### src/design/crd_pkg.sv
// Shared constants, result codes and types of the configuration record decoder.
package crd_pkg;

    localparam int RECORD_BYTES = 32;
    localparam int CRC_SPAN     = 28;
    localparam int COUNT_W      = 6;
    localparam int IDX_W        = $clog2(RECORD_BYTES);
    localparam int CFG_IDX_W    = 2;

    localparam logic [31:0] CRC_POLY = 32'hedb8_8320;
    localparam logic [31:0] CRC_INIT = 32'hffff_ffff;

    // result reason codes
    localparam logic [3:0] RSN_OK      = 4'd0;
    localparam logic [3:0] RSN_EMPTY   = 4'd1;
    localparam logic [3:0] RSN_LENGTH  = 4'd2;
    localparam logic [3:0] RSN_MAGIC   = 4'd3;
    localparam logic [3:0] RSN_SCHEMA  = 4'd4;
    localparam logic [3:0] RSN_PAYLOAD = 4'd5;
    localparam logic [3:0] RSN_FLAGS   = 4'd6;
    localparam logic [3:0] RSN_CRC     = 4'd7;
    localparam logic [3:0] RSN_BOUNDS  = 4'd8;

    // configuration register indexes
    localparam logic [CFG_IDX_W-1:0] CFG_MAGIC   = 2'd0;
    localparam logic [CFG_IDX_W-1:0] CFG_SCHEMA  = 2'd1;
    localparam logic [CFG_IDX_W-1:0] CFG_PAYLOAD = 2'd2;

    localparam logic [31:0] MAGIC_RST   = 32'd0;
    localparam logic [15:0] SCHEMA_RST  = 16'd1;
    localparam logic [15:0] PAYLOAD_RST = 16'd16;

    // field bounds
    localparam logic [15:0] TARGET_LO  = 16'd800;
    localparam logic [15:0] TARGET_HI  = 16'd1400;
    localparam logic [15:0] MIN_HI     = 16'd800;
    localparam logic [15:0] MAX_LO     = 16'd500;
    localparam logic [15:0] MAX_HI     = 16'd1000;
    localparam logic [15:0] ALARM_LO   = 16'd1200;
    localparam logic [15:0] ALARM_HI   = 16'd2500;
    localparam logic [15:0] DELAY_LO   = 16'd10;
    localparam logic [15:0] DELAY_HI   = 16'd600;
    localparam logic [15:0] TEST_LO    = 16'd30;
    localparam logic [15:0] TEST_HI    = 16'd600;
    localparam logic [15:0] HISTORY_LO = 16'd10;
    localparam logic [15:0] HISTORY_HI = 16'd300;

    typedef logic [RECORD_BYTES-1:0][7:0] t_record;

    typedef struct packed {
        logic [31:0] magic_word;
        logic [15:0] schema_version;
        logic [15:0] payload_size;
    } t_cfg_regs;

    typedef struct packed {
        logic [3:0]  reason;
        logic [31:0] generation;
        logic [15:0] setpoint_ppm;
        logic [15:0] min_output_tenths;
        logic [15:0] max_output_tenths;
        logic [15:0] alarm_level_ppm;
        logic [15:0] alarm_wait_sec;
        logic [15:0] selftest_sec;
        logic [15:0] log_interval_sec;
    } t_result;

endpackage

### src/design/crd_if.sv
// Handshake channels of the decoder: record bytes in, decoded results out, register writes.
interface crd_in_if;
    logic       valid;
    logic       ready;
    logic [7:0] byte_value;
    logic       last_byte;
    logic       no_record;

    modport source (output valid, byte_value, last_byte, no_record, input ready);
    modport sink   (input valid, byte_value, last_byte, no_record, output ready);
endinterface

interface crd_out_if;
    logic        valid;
    logic        ready;
    logic [3:0]  reason;
    logic [31:0] generation;
    logic [15:0] setpoint_ppm;
    logic [15:0] min_output_tenths;
    logic [15:0] max_output_tenths;
    logic [15:0] alarm_level_ppm;
    logic [15:0] alarm_wait_sec;
    logic [15:0] selftest_sec;
    logic [15:0] log_interval_sec;

    modport source (output valid, reason, generation, setpoint_ppm, min_output_tenths,
                    max_output_tenths, alarm_level_ppm, alarm_wait_sec, selftest_sec,
                    log_interval_sec, input ready);
    modport sink   (input valid, reason, generation, setpoint_ppm, min_output_tenths,
                    max_output_tenths, alarm_level_ppm, alarm_wait_sec, selftest_sec,
                    log_interval_sec, output ready);
endinterface

interface crd_cfg_if;
    logic        valid;
    logic        ready;
    logic [1:0]  index;
    logic [31:0] data;

    modport source (output valid, index, data, input ready);
    modport sink   (input valid, index, data, output ready);
endinterface

### src/design/crd_check.sv
// Record checker: length, header, flags, CRC and field bound checks, and field extraction.
module crd_check (
    input  crd_pkg::t_record   i_rec,
    input  logic               i_len_ok,
    input  logic [31:0]        i_crc,
    input  crd_pkg::t_cfg_regs i_cfg,
    output crd_pkg::t_result   o_res
);
    import crd_pkg::*;

    logic [31:0] w_magic;
    logic [15:0] w_schema;
    logic [15:0] w_payload;
    logic [15:0] w_flags;
    logic [31:0] w_crc_rx;
    logic [31:0] w_gen;
    logic [15:0] w_tgt, w_mn, w_mx, w_alarm, w_delay, w_test, w_hist;
    logic        w_bounds_ok;

    assign w_magic   = {i_rec[3], i_rec[2], i_rec[1], i_rec[0]};
    assign w_schema  = {i_rec[5], i_rec[4]};
    assign w_payload = {i_rec[7], i_rec[6]};
    assign w_gen     = {i_rec[11], i_rec[10], i_rec[9], i_rec[8]};
    assign w_tgt     = {i_rec[13], i_rec[12]};
    assign w_mn      = {i_rec[15], i_rec[14]};
    assign w_mx      = {i_rec[17], i_rec[16]};
    assign w_alarm   = {i_rec[19], i_rec[18]};
    assign w_delay   = {i_rec[21], i_rec[20]};
    assign w_test    = {i_rec[23], i_rec[22]};
    assign w_hist    = {i_rec[25], i_rec[24]};
    assign w_flags   = {i_rec[27], i_rec[26]};
    assign w_crc_rx  = {i_rec[31], i_rec[30], i_rec[29], i_rec[28]};

    // minimum tenths has no lower bound beyond zero
    assign w_bounds_ok = (w_tgt >= TARGET_LO) && (w_tgt <= TARGET_HI)
                      && (w_mn <= MIN_HI)
                      && (w_mx >= MAX_LO) && (w_mx <= MAX_HI)
                      && (w_mn <= w_mx)
                      && (w_alarm >= ALARM_LO) && (w_alarm <= ALARM_HI)
                      && (w_alarm > w_tgt)
                      && (w_delay >= DELAY_LO) && (w_delay <= DELAY_HI)
                      && (w_test >= TEST_LO) && (w_test <= TEST_HI)
                      && (w_hist >= HISTORY_LO) && (w_hist <= HISTORY_HI);

    always_comb begin
        o_res = '0;
        if (!i_len_ok) begin
            o_res.reason = RSN_LENGTH;
        end else if (w_magic != i_cfg.magic_word) begin
            o_res.reason = RSN_MAGIC;
        end else if (w_schema != i_cfg.schema_version) begin
            o_res.reason = RSN_SCHEMA;
        end else if (w_payload != i_cfg.payload_size) begin
            o_res.reason = RSN_PAYLOAD;
        end else if (w_flags != 16'd0) begin
            o_res.reason = RSN_FLAGS;
        end else if (w_crc_rx != ~i_crc) begin
            o_res.reason = RSN_CRC;
        end else if (!w_bounds_ok) begin
            o_res.reason = RSN_BOUNDS;
        end else begin
            o_res.reason            = RSN_OK;
            o_res.generation        = w_gen;
            o_res.setpoint_ppm      = w_tgt;
            o_res.min_output_tenths = w_mn;
            o_res.max_output_tenths = w_mx;
            o_res.alarm_level_ppm   = w_alarm;
            o_res.alarm_wait_sec    = w_delay;
            o_res.selftest_sec      = w_test;
            o_res.log_interval_sec  = w_hist;
        end
    end

endmodule

### src/design/config_record_decoder.sv
// Top level of the configuration record decoder.
// Takes a 32-byte settings record one byte per item and gives one result per record, on the
// last byte, or at once for an item marked no_record. One byte is accepted every cycle while
// the input does not stall, as the CRC-32 is unrolled over a whole byte. A record's last byte
// passes through the input register and then the result register, with all checks done
// between them. The input stalls only while a result waits at the output and the next
// result-making item already sits in the input register.
// The next record may start right behind the last byte.
// Registers (magic, schema, payload size) are written through the config channel, which is
// always ready; an index of 3 is ignored.
module config_record_decoder (
    input  logic i_clk,
    input  logic i_rst_n,
    crd_in_if.sink    i_rec,
    crd_out_if.source o_res,
    crd_cfg_if.sink   i_cfg
);
    import crd_pkg::*;

    function automatic logic [31:0] crc_byte(input logic [31:0] c, input logic [7:0] b);
        logic [31:0] v;
        v = c ^ {24'd0, b};
        for (int k = 0; k < 8; k++) begin
            v = v[0] ? (CRC_POLY ^ (v >> 1)) : (v >> 1);
        end
        return v;
    endfunction

    t_cfg_regs            r_cfg;
    logic                 r_s1_valid;
    logic [7:0]           r_s1_byte;
    logic                 r_s1_last;
    logic                 r_s1_norec;
    logic [COUNT_W-1:0]   r_count;
    logic [31:0]          r_crc;
    logic [7:0]           r_store [RECORD_BYTES];
    logic                 r_out_valid;
    t_result              r_out;
    t_result              n_out;

    logic                 w_s1_result;
    logic                 w_out_free;
    logic                 w_s1_go;
    t_record              w_rec;
    t_result              w_chk;

    assign i_cfg.ready = 1'b1;

    always_ff @(posedge i_clk) begin
        if (!i_rst_n) begin
            r_cfg.magic_word     <= MAGIC_RST;
            r_cfg.schema_version <= SCHEMA_RST;
            r_cfg.payload_size   <= PAYLOAD_RST;
        end else if (i_cfg.valid) begin
            unique case (i_cfg.index)
                CFG_MAGIC:   r_cfg.magic_word     <= i_cfg.data;
                CFG_SCHEMA:  r_cfg.schema_version <= i_cfg.data[15:0];
                CFG_PAYLOAD: r_cfg.payload_size   <= i_cfg.data[15:0];
                default: ;
            endcase
        end
    end

    assign w_s1_result = r_s1_valid && (r_s1_last || r_s1_norec);
    assign w_out_free  = !r_out_valid || o_res.ready;
    assign w_s1_go     = r_s1_valid && (!w_s1_result || w_out_free);
    assign i_rec.ready = !r_s1_valid || w_s1_go;

    // input register
    always_ff @(posedge i_clk) begin
        if (!i_rst_n) begin
            r_s1_valid <= 1'b0;
        end else if (i_rec.ready) begin
            r_s1_valid <= i_rec.valid;
        end
    end

    always_ff @(posedge i_clk) begin
        if (i_rec.ready && i_rec.valid) begin
            r_s1_byte  <= i_rec.byte_value;
            r_s1_last  <= i_rec.last_byte;
            r_s1_norec <= i_rec.no_record;
        end
    end

    // running record state
    always_ff @(posedge i_clk) begin
        if (!i_rst_n) begin
            r_count <= '0;
            r_crc   <= CRC_INIT;
        end else if (w_s1_go) begin
            if (r_s1_norec || r_s1_last) begin
                r_count <= '0;
                r_crc   <= CRC_INIT;
            end else begin
                if (r_count < COUNT_W'(CRC_SPAN)) begin
                    r_crc <= crc_byte(r_crc, r_s1_byte);
                end
                if (r_count != '1) begin
                    r_count <= r_count + COUNT_W'(1);
                end
            end
        end
    end

    always_ff @(posedge i_clk) begin
        if (w_s1_go && !r_s1_norec && (r_count < COUNT_W'(RECORD_BYTES))) begin
            r_store[r_count[IDX_W-1:0]] <= r_s1_byte;
        end
    end

    // the final byte is checked straight from the input register
    always_comb begin
        for (int i = 0; i < RECORD_BYTES - 1; i++) begin
            w_rec[i] = r_store[i];
        end
        w_rec[RECORD_BYTES-1] = r_s1_byte;
    end

    crd_check u_check (
        .i_rec    (w_rec),
        .i_len_ok (r_count == COUNT_W'(RECORD_BYTES - 1)),
        .i_crc    (r_crc),
        .i_cfg    (r_cfg),
        .o_res    (w_chk)
    );

    always_comb begin
        n_out = w_chk;
        if (r_s1_norec) begin
            n_out        = '0;
            n_out.reason = RSN_EMPTY;
        end
    end

    // result register
    always_ff @(posedge i_clk) begin
        if (!i_rst_n) begin
            r_out_valid <= 1'b0;
        end else if (w_s1_go && w_s1_result) begin
            r_out_valid <= 1'b1;
        end else if (o_res.ready) begin
            r_out_valid <= 1'b0;
        end
    end

    always_ff @(posedge i_clk) begin
        if (w_s1_go && w_s1_result) begin
            r_out <= n_out;
        end
    end

    assign o_res.valid             = r_out_valid;
    assign o_res.reason            = r_out.reason;
    assign o_res.generation        = r_out.generation;
    assign o_res.setpoint_ppm      = r_out.setpoint_ppm;
    assign o_res.min_output_tenths = r_out.min_output_tenths;
    assign o_res.max_output_tenths = r_out.max_output_tenths;
    assign o_res.alarm_level_ppm   = r_out.alarm_level_ppm;
    assign o_res.alarm_wait_sec    = r_out.alarm_wait_sec;
    assign o_res.selftest_sec      = r_out.selftest_sec;
    assign o_res.log_interval_sec  = r_out.log_interval_sec;

    a_restart_after_result: assert property (@(posedge i_clk) disable iff (!i_rst_n)
        (w_s1_go && w_s1_result) |=> (r_count == '0 && r_crc == CRC_INIT))
        else $error("record state not restarted after a result");

    a_fields_zero_on_fail: assert property (@(posedge i_clk) disable iff (!i_rst_n)
        (r_out_valid && r_out.reason != RSN_OK) |->
        (r_out.generation == '0 && r_out.setpoint_ppm == '0 && r_out.log_interval_sec == '0))
        else $error("nonzero fields on a failed result");

    a_result_held: assert property (@(posedge i_clk) disable iff (!i_rst_n)
        (w_s1_result && !w_out_free) |=> (r_s1_valid && $stable(r_s1_byte)))
        else $error("pending item lost while result stalled");

    a_stall_cause: assert property (@(posedge i_clk) disable iff (!i_rst_n)
        !i_rec.ready |-> (r_s1_valid && r_out_valid && !o_res.ready))
        else $error("input stalled without a stalled result");

endmodule

### src/flat_wrapper.sv
// flat-port wrapper written by rule: the top's interface ports become plain ports
module config_record_decoder_flat import crd_pkg::*;
  (i_clk, i_rst_n, i_rec_valid, i_rec_byte_value, i_rec_last_byte, i_rec_no_record, i_rec_ready, o_res_valid, o_res_reason, o_res_generation, o_res_setpoint_ppm, o_res_min_output_tenths, o_res_max_output_tenths, o_res_alarm_level_ppm, o_res_alarm_wait_sec, o_res_selftest_sec, o_res_log_interval_sec, o_res_ready, i_cfg_valid, i_cfg_index, i_cfg_data, i_cfg_ready);
  crd_in_if i_rec_i ();
  crd_out_if o_res_i ();
  crd_cfg_if i_cfg_i ();
  input  logic i_clk;
  input  logic i_rst_n;
  input wire logic [$bits(i_rec_i.valid)-1:0] i_rec_valid;
  input wire logic [$bits(i_rec_i.byte_value)-1:0] i_rec_byte_value;
  input wire logic [$bits(i_rec_i.last_byte)-1:0] i_rec_last_byte;
  input wire logic [$bits(i_rec_i.no_record)-1:0] i_rec_no_record;
  output wire logic [$bits(i_rec_i.ready)-1:0] i_rec_ready;
  output wire logic [$bits(o_res_i.valid)-1:0] o_res_valid;
  output wire logic [$bits(o_res_i.reason)-1:0] o_res_reason;
  output wire logic [$bits(o_res_i.generation)-1:0] o_res_generation;
  output wire logic [$bits(o_res_i.setpoint_ppm)-1:0] o_res_setpoint_ppm;
  output wire logic [$bits(o_res_i.min_output_tenths)-1:0] o_res_min_output_tenths;
  output wire logic [$bits(o_res_i.max_output_tenths)-1:0] o_res_max_output_tenths;
  output wire logic [$bits(o_res_i.alarm_level_ppm)-1:0] o_res_alarm_level_ppm;
  output wire logic [$bits(o_res_i.alarm_wait_sec)-1:0] o_res_alarm_wait_sec;
  output wire logic [$bits(o_res_i.selftest_sec)-1:0] o_res_selftest_sec;
  output wire logic [$bits(o_res_i.log_interval_sec)-1:0] o_res_log_interval_sec;
  input wire logic [$bits(o_res_i.ready)-1:0] o_res_ready;
  input wire logic [$bits(i_cfg_i.valid)-1:0] i_cfg_valid;
  input wire logic [$bits(i_cfg_i.index)-1:0] i_cfg_index;
  input wire logic [$bits(i_cfg_i.data)-1:0] i_cfg_data;
  output wire logic [$bits(i_cfg_i.ready)-1:0] i_cfg_ready;
  assign i_rec_i.valid = i_rec_valid;
  assign i_rec_i.byte_value = i_rec_byte_value;
  assign i_rec_i.last_byte = i_rec_last_byte;
  assign i_rec_i.no_record = i_rec_no_record;
  assign i_rec_ready = i_rec_i.ready;
  assign o_res_valid = o_res_i.valid;
  assign o_res_reason = o_res_i.reason;
  assign o_res_generation = o_res_i.generation;
  assign o_res_setpoint_ppm = o_res_i.setpoint_ppm;
  assign o_res_min_output_tenths = o_res_i.min_output_tenths;
  assign o_res_max_output_tenths = o_res_i.max_output_tenths;
  assign o_res_alarm_level_ppm = o_res_i.alarm_level_ppm;
  assign o_res_alarm_wait_sec = o_res_i.alarm_wait_sec;
  assign o_res_selftest_sec = o_res_i.selftest_sec;
  assign o_res_log_interval_sec = o_res_i.log_interval_sec;
  assign o_res_i.ready = o_res_ready;
  assign i_cfg_i.valid = i_cfg_valid;
  assign i_cfg_i.index = i_cfg_index;
  assign i_cfg_i.data = i_cfg_data;
  assign i_cfg_ready = i_cfg_i.ready;
  config_record_decoder u_core (.i_clk(i_clk), .i_rst_n(i_rst_n), .i_rec(i_rec_i), .o_res(o_res_i), .i_cfg(i_cfg_i));
endmodule
### config.mk
export PLATFORM = sky130hd
export DESIGN_NAME = config_record_decoder_flat
export DESIGN_NICKNAME = d
export VERILOG_FILES = /design/src/design/crd_pkg.sv /design/src/design/crd_if.sv /design/src/design/crd_check.sv /design/src/design/config_record_decoder.sv /design/src/flat_wrapper.sv
export SDC_FILE = /design/constraint.sdc
export NUM_CORES = 1
export LEC_CHECK = 0
export BUFFER_PORTS_ARGS = -buffer_cell sky130_fd_sc_hd__buf_2
export CAP_MARGIN = 30
export CORE_ASPECT_RATIO = 0.75
export CORE_MARGIN = 8
export CORE_UTILIZATION = 40
export CTS_BUF_LIST = sky130_fd_sc_hd__clkbuf_4
export DETAILED_ROUTE_END_ITERATION = 12
export PLACE_DENSITY = 0.55
export SYNTH_ARGS = -nofsm -noshare
export SYNTH_HDL_FRONTEND = slang
export SYNTH_SLANG_ARGS = --single-unit
### constraint.sdc
create_clock -name i_clk -period 6.5 [get_ports i_clk]
set_input_delay 0.65 -clock i_clk [delete_from_list [all_inputs] [get_ports i_clk]]
set_output_delay 0.65 -clock i_clk [all_outputs]
set_load 0.05 [all_outputs]
# Yosys cells after proc, flatten, opt, wreduce, memory -nomap -nowiden
# Memory sizes are Yosys's and may differ from the RTL's. A register that Yosys moved wholly into a read port is not among the register bits.
# Cells that the tools add are included.
# classes
bitwise_logic	12
n_lt_le_gt_ge	17
reduce_logical	41
eq_ne	8
addsub	1
n_mux	23
# ops
operator	n
32-bit 2-to-1 mux	10
13-bit inverter with 14-bit output	8
16-bit by 10-bit <= comparator with 1-bit output, second input constant	4
32-bit != test	2
16-bit by 4-bit >= comparator with 1-bit output, second input constant	2
16-bit != test	2
32-bit inverter	1
32-bit by 8-bit XOR with 32-bit output	1
1-bit logical AND	20
16-bit by 10-bit >= comparator with 1-bit output, second input constant	1
16-bit by 11-bit >= comparator with 1-bit output, second input constant	1
16-bit by 5-bit >= comparator with 1-bit output, second input constant	1
16-bit by 9-bit >= comparator with 1-bit output, second input constant	1
16-bit greater-than comparator	1
16-bit by 11-bit <= comparator with 1-bit output, second input constant	1
16-bit by 12-bit <= comparator with 1-bit output, second input constant	1
16-bit <= comparator	1
16-bit by 9-bit <= comparator with 1-bit output, second input constant	1
16-bit nonzero test	1
3-bit 2-to-1 mux	4
6-bit 2-to-1 mux	2
2-bit AND reduction	5
8-bit OR reduction	1
7-bit OR reduction	1
16 further kinds	29
# word_totals
inputBits	49
mem_count	1
output_inout_bits	151
ramBits	256
word_cells	123
reg_bits	230
# memory_table
memory	depth	word_bits	read_ports	rd_clocked_by_memory_dff	write_ports	line_no	text
u_core.r_store	32	8	31	4	1	config_record_decoder.sv:36	logic [7:0] r_store [RECORD_BYTES];

# Longest topological paths before layout
# Gate-level depths: netlist (run 1).
# An unclocked memory read counts as a cell.
# depth
ltp_word	23
depth_mapped	11
mapped_depth_nobuf	8

# Modules after synthesis
# A second synthesis (run 1) with hierarchy kept.
# unflattened
hier_cells	1768
hier_area_um2	22684.3
# by_module_without_submodules
module	seq_area_each_um2	n_inst	cells_each	area_per_inst_um2
config_record_decoder	14273.7	1	1132	18118.6
crd_check	0.0	1	636	4565.6

# Worst setup path after synthesis (run 1)
# No wires, ideal clock.
# synth_timing
path_type	reg2reg
from	register u_core.r_s1_norec
to	register u_core.r_count[2]
period_less_slack_ns	4.865
path_slack_ns	1.635
stages_incl_launch_ff	6
t_required_ns	6.381
n_path_buf	1
arrival_ns	4.746
setup_time_ns	0.119
cell_sequence	edfxtp_1 or2_2 clkbuf_1 and3_1 nand2b_1 nor2_1
# synth_between
elab_chain_len	6
word_cells_on_any_way	8
cone_classes	mux (1); reduce/logical (7)
# synth_lines
item	line_no	text
start: declaration	config_record_decoder.sv:33	logic r_s1_norec;
start signal: assignment	config_record_decoder.sv:82	r_s1_norec <= i_rec.no_record;
1-bit logical OR (*)	config_record_decoder.sv:64, config_record_decoder.sv:92	
1-bit logical AND	config_record_decoder.sv:64	assign w_s1_result = r_s1_valid && (r_s1_last || r_s1_norec);
1-bit zero test	config_record_decoder.sv:66	assign w_s1_go = r_s1_valid && (!w_s1_result || w_out_free);
1-bit logical OR	config_record_decoder.sv:66	
1-bit logical AND	config_record_decoder.sv:66	
2-bit AND reduction (no line)	-	
end signal: assignment	config_record_decoder.sv:100	r_count <= r_count + COUNT_W'(1);
end: declaration	config_record_decoder.sv:34	logic [COUNT_W-1:0] r_count;
# Mark *: on every way between the ends. The rest lies on a longest branch, timed or not.
# A chain may end at the register's enable or synchronous reset.

==> results.toml, run 1 <==
[status]
status = "finished clean"

[logic_synthesis]
yosys_register_bits = 510
ys_types = 62
yosys.area.top_type = "edfxtp_1"
yosys_warnings = 0
syn_avg_cell_area_um2 = 13.4
synthFlopType = "edfxtp_1"
synthArstFlopShare_pct = 0
ys_seq_area_share_pct = 67.2
synthesis.instances = 1588
synth-edff-count = 406
synth_area_leaders = "edfxtp_1 57%, dfxtp_1 9.8%, xnor2_1 4.1%"
yosysTopAreaCellShare_pct = 57.4
syn_area_um2 = 21200

[placed_design]
place_hpwl_mm = 35.3
gp_congestion = 0.830
portBuffers = 198

[floorplan]
initial_utilization_pct = 40.3
ios = 200
core_area_um2 = 52700
die_height_um = 216
die-area_um2 = 60800
fp-row-count = 73
die_x_um = 282

[cts]
clock_latency_ps = 870
cts_buffers = 133
cts_hold_buf = 21
clock_sinks = 510
clock_tree.root_cell = "clkbuf_4"
cts.repair.resized = 0
cts_tree = "yes"
postCtsSetupBuffers = 0
cts.reportedPaths.clkPinSlew_ps = 70
cts.path.max_buffers = 3
htree_levels = 4

[global_routing]
grt_pass1_vias = 14337
antenna_found_initial = 3
grt_max_degree = 106
grt_first_pass_wirelength_mm = 87.6
track_usage_pct = 18.7
grt-ovfl-total = 0

[worst_setup_path]
endpoint_kind = "register"
cp_num_buf_inv = 1
cp_top_family = "simple AND/OR/NAND/NOR gates"
critical_path.startpoint_type = "register"
cp_slowest_stage_delay_ps = 650
crit_path_frequent_cell = "nor4_1"
path_cells = "ha_1, nand4_1, nor4_1, a311o_1, a2111oi_2, nand4_4, buf_4, nor4_1"
critical_path_class = "register to register"
slowest_stage = "nand4_4"
crit_fanout = 65
crit_required_ps = 7060
crit_arrival_ps = 4680

[power]
p_leak_nw = 8.39
powerDensity_nw_per_um2 = 283
ir_drop_uv = 156
finalPower_w = 0.00710

[timing]
skew_ps = 45.7
rsz0062_at_grt = "no"
setup_tns_ps = 0
finalSetupViolations = 0
worst_slew_pin_slew_ps = 1020
finalCritPeriodShare_pct = 63.4
fin_crit_ps = 4120
fmax_ghz = 0.243
hold_viol = 0
timing.slew.headroom_pct = 31.7
drv_slew = 0

[drt]
routed-via-count = 14301
route.detailed.drc = 0
drt-initial-drc-count = 1276
antenna_left = 0
routed_wl_mm = 57.7
routedWlPerCell_um = 21.2
vias_per_cell = 5.26
drtPass1Iterations = 6

[run]
maxCapViolCount = 0

[final_layout]
nets = 1989
multiInputGateArea_um2 = 6570
fill_cells = 4802
regArea_um2 = 14300
drive_gt1_share_pct = 25.3
area_delta_synth_final_pct = 18.2

[min_path]
min_path_type = "input pin to register"
[power breakdown]
part           switching [W]  total, W  internal, W
Clock                0.00130   0.00292      0.00162
Sequential         0.0000410   0.00363      0.00359
Combinational       0.000395  0.000550     0.000155
[worst register-to-register path, stage by stage (launching register included)]
cell and delay (ps):
edfxtp_1 500, ha_1 380, nand4_1 130, nor4_1 70
a311o_1 370, a2111oi_2 410, nand4_4 650, buf_4 640
nor4_1 670
[state kept, by name, indices dropped and copies added (netlist names)]
signal	cells
u_core.r_s1_last	1
u_core.r_count	6
u_core.r_store	248
u_core.o_res.setpoint_ppm	16
u_core.o_res.reason	4
u_core.r_s1_norec	1
u_core.o_res.selftest_sec	16
u_core.o_res.min_output_tenths	16
u_core.o_res.max_output_tenths	16
u_core.o_res.alarm_level_ppm	16
u_core.o_res.valid	1
u_core.r_cfg	64
u_core.r_s1_byte	8
u_core.o_res.log_interval_sec	16
u_core.r_crc	32
u_core.o_res.alarm_wait_sec	16
u_core.r_s1_valid	1
o_res_generation	32
[layout by cell type (no fill, tap or decap), drive strengths merged, types with 58 or more instances in the layout]
cell      n
xor2     65
dfxtp   104
buf     226
nor4    140
nand2   171
xnor2   100
nand4   129
nor2     58
clkbuf  203
edfxtp  406
a21boi   65
[logic make-up (layout without fill, tap and decap cells)]
kind of cell    after synthesis  count (layout)  share of synthesized area (%)
simple gates                570             570                           15.7
flops                       510             510                           67.2
xor+xnor                    166             166                           7.01
compound gates              161             161                           5.15
buf+inv                     142             516                           2.77
fa+ha+maj                    36              36                           2.12
other cells                   2              45                         0.0354
mux                           1               1                         0.0471
[stage by stage]
step                hold slack [ps]  util, %  instance area [um^2]  cells  worst slack (ps)
floorplan                       455        -                 21400   1627              1630
global placement                466     43.7                 23000   2455              2420
detailed placement              470     43.9                 23100   2458              2490
CTS                            1.81     47.6                 25100   2711              2460
global route                  -6.72     47.7                 25100   2717              2200
finish                         72.9     47.7                 25100   2717              2380
[metal layers]
layer,GRT usage [%],wire [um],part of all wire [%],up-vias
met5,0,0,0,-
met4,5.16,913,1.6,0
met3,4.67,4060,7.0,70
met2,26.4,24900,43,535
met1,28.0,27900,48,7051
li1,-,-,-,6645
[Yosys cell counts (36+ instances only)]
master    number
nor2_1        58
ha_1          36
xor2_1        63
nor4_2        50
clkbuf_1      87
nand2_1      171
xnor2_1       99
nor4_1        90
nand4_1      128
a21boi_0      65
edfxtp_1     406
inv_1         37
dfxtp_1      104
[final timing paths]
kind / from / endpoint / slack, ps / cells after the start
worst max-delay path: u_core.r_store[19][3]$_DFFE_PP_ / u_core.o_res.max_output_tenths[6]$_SDFFCE_PP0P_ / 2380 / 8
worst min-delay path: i_cfg_data[16] / u_core.r_cfg[48]$_SDFFE_PN0P_ / 70 / 3
worst max register to register: u_core.r_store[19][3]$_DFFE_PP_ / u_core.o_res.max_output_tenths[6]$_SDFFCE_PP0P_ / 2380 / 8
worst min register to register: u_core.r_cfg[43]$_SDFFE_PN0P_ / u_core.r_cfg[43]$_SDFFE_PN0P_ / 480 / 2
[area by class of cell]
cell class | instances | area share [%]
sequential | 510 | 56.8
multi-input combinational | 975 | 26.2
clock buffer | 203 | 6.07
timing repair buffer | 247 | 5.83
tap | 712 | 3.55
clock inverter | 29 | 0.962
inverter | 37 | 0.553
antenna | 4 | 0.0399
Note: power is estimated with default switching activity, not from simulation.
==> run 2, diff against run 1 <==
--- a/config.mk
+++ b/config.mk
@@ -12,7 +12,7 @@
 export CORE_UTILIZATION = 40
 export CTS_BUF_LIST = sky130_fd_sc_hd__clkbuf_4
 export DETAILED_ROUTE_END_ITERATION = 12
-export PLACE_DENSITY = 0.55
+export PLACE_DENSITY = 0.57
 export SYNTH_ARGS = -nofsm -noshare
 export SYNTH_HDL_FRONTEND = slang
 export SYNTH_SLANG_ARGS = --single-unit
==> constraint.sdc (replaced) <==
create_clock -name i_clk -period 3.5 [get_ports i_clk]
set_input_delay 0.35 -clock i_clk [delete_from_list [all_inputs] [get_ports i_clk]]
set_output_delay 0.35 -clock i_clk [all_outputs]
set_load 0.05 [all_outputs]
==> results.toml, run 2 (synthesis results as in run 1) <==
[cts]
clock_latency_ps = 840
clock_sinks = 510
cts_buffers = 130
cts.repair.resized = 0
cts_tree = "yes"
cts.reportedPaths.clkPinSlew_ps = 70
clock_tree.root_cell = "clkbuf_4"
cts.path.max_buffers = 3
htree_levels = 4

[power]
ir_drop_uv = 205
combPwrFrac_pct = 8.2
p_leak_nw = 8.64
powerDensity_nw_per_um2 = 497
pwr-share-seq_pct = 53.1
internal_power_w = 0.00955
pwr-share-clk_pct = 38.7
switching_power_w = 0.00316
switching_share_pct = 24.9

[drt]
routed_wl_mm = 57.6
drtPass1Iterations = 5
vias_per_cell = 5.23
routedWlPerCell_um = 20.8
drt-initial-drc-count = 1125
antenna_left = 0
route.detailed.drc = 0
routed-via-count = 14490

[run]
maxCapViolCount = 0

[timing]
fin_crit_ps = 3310
skew_ps = 41.8
setup_tns_ps = 0
rsz0062_at_grt = "no"
timing.slew.headroom_pct = 41.2
worst_slew_pin_slew_ps = 882
fmax_ghz = 0.302
finalSetupViolations = 0
drv_slew = 0
hold_viol = 0
finalHoldWorstSlack_ps = 160
finalCritPeriodShare_pct = 94.7
fin_ws_ps = 185

[final_layout]
drive_gt1_share_pct = 26.0
final_cell_mix = "406 x edfxtp_1, 198 x buf_2, 192 x clkbuf_4, 171 x nand2_1, 128 x nand4_1"
regArea_um2 = 14300
area_delta_synth_final_pct = 20.4
nets = 2053
finish.utilization_pct = 48.5
largest_register_ff_count = 248
finish.instance_area_um2 = 25600
fill_cells = 4736
multiInputGateArea_um2 = 6570
final_common_cell = "edfxtp_1"

[global_routing]
antenna_found_initial = 3
grt-ovfl-total = 0
grt_max_degree = 107
grt_first_pass_wirelength_mm = 87.6
track_usage_pct = 18.7
grt_pass1_vias = 14552

[worst_setup_path]
crit_required_ps = 4080
critical_path.startpoint_type = "register"
rr_worst_depth = 7
crit_fanout = 23
endpoint_kind = "register"
crit_arrival_ps = 3900
critical_path_class = "register to register"

[placed_design]
dpl_cell_area_um2 = 23500
place_hpwl_mm = 36.1
portBuffers = 198
gp_congestion = 0.839
preCtsSetupSlack_ps = 242

[floorplan]
die-area_um2 = 60800
ios = 200
fp-row-count = 73
die_height_um = 216
initial_utilization_pct = 40.3
die_x_um = 282
core_area_um2 = 52700

[min_path]
hold_path_depth = 5
min_path_type = "input pin to register"

[status]
status = "finished clean"
-- run 2: cell count changes in the layout (fill, tap and decap cells not counted) --
| cell | change |
|---|---|
| buf_12 | +11 |
| buf_4 | +34 |
| clkbuf_4 | -11 |
| bufinv_16 | -4 |
| diode_2 | -3 |
| buf_16 | -2 |
| clkinv_1 | +4 |
| dlygate4sd3_1 | +24 |
-- run 2: final cells by class --
class                   instances  area share (%)
flip-flops and latches        510            55.8
multi-input cells             975            25.7
repair buffers                314            8.31
clock buffers                 192            5.64
well taps                     712            3.48
inverters                      37           0.543
clock inverters                29           0.533
diodes                          1         0.00978
-- run 2: power by group through the flow --
stage                     Combinational (W)  Sequential (W)  Clock (W)
after floorplan                    0.000379         0.00718          0
after global placement              0.00101         0.00688          0
after detailed placement            0.00101         0.00688          0
after CTS                           0.00105         0.00675    0.00509
after global routing                0.00111         0.00676    0.00538
final                               0.00105         0.00675    0.00492
-- run 2: final timing paths --
path,start,to,slack [ps]
setup / recovery,u_core.r_store[7][1]$_DFFE_PP_,u_core.o_res.selftest_sec[7]$_SDFFCE_PP0P_,190
hold / removal,i_cfg_index[1],u_core.r_cfg[35]$_SDFFE_PN0P_,160
setup reg to reg,u_core.r_store[7][1]$_DFFE_PP_,u_core.o_res.selftest_sec[7]$_SDFFCE_PP0P_,190
hold reg to reg,u_core.r_cfg[36]$_SDFFE_PN0P_,u_core.r_cfg[36]$_SDFFE_PN0P_,480
-- run 2: repair_timing --
action	CTS	global route
buffers inserted	0	0
setup endpoints to repair	0	0
endpoints found under the hold margin	89	0
hold buffers	45	0
-- run 2: per-stage QoR --
step	total power, W	cells
2_1_floorplan	0.00755	1627
3_3_place_gp	0.00788	2502
3_5_place_dp	0.00789	2503
4_1_cts	0.0129	2769
5_1_grt	0.0132	2770
6_report	0.0127	2770
-- run 2: metal layers --
layer  vias to the layer above  global-route usage, %  part of all wire [%]
li1                       6784                      -                     -
met1                      7076                   27.4                    47
met2                       554                   27.0                    43
met3                        76                   5.11                   8.3
met4                         0                   4.73                   1.4
met5                         -                      0                     0
-- run 2: worst max-delay path, stage by stage, from the launching register on --
cell      delay (ps)
edfxtp_1         390
xnor2_1          150
nand4_1          120
nor4_1           660
nor2b_4          840
buf_4            360
nand4_1          130
nor4_1           400
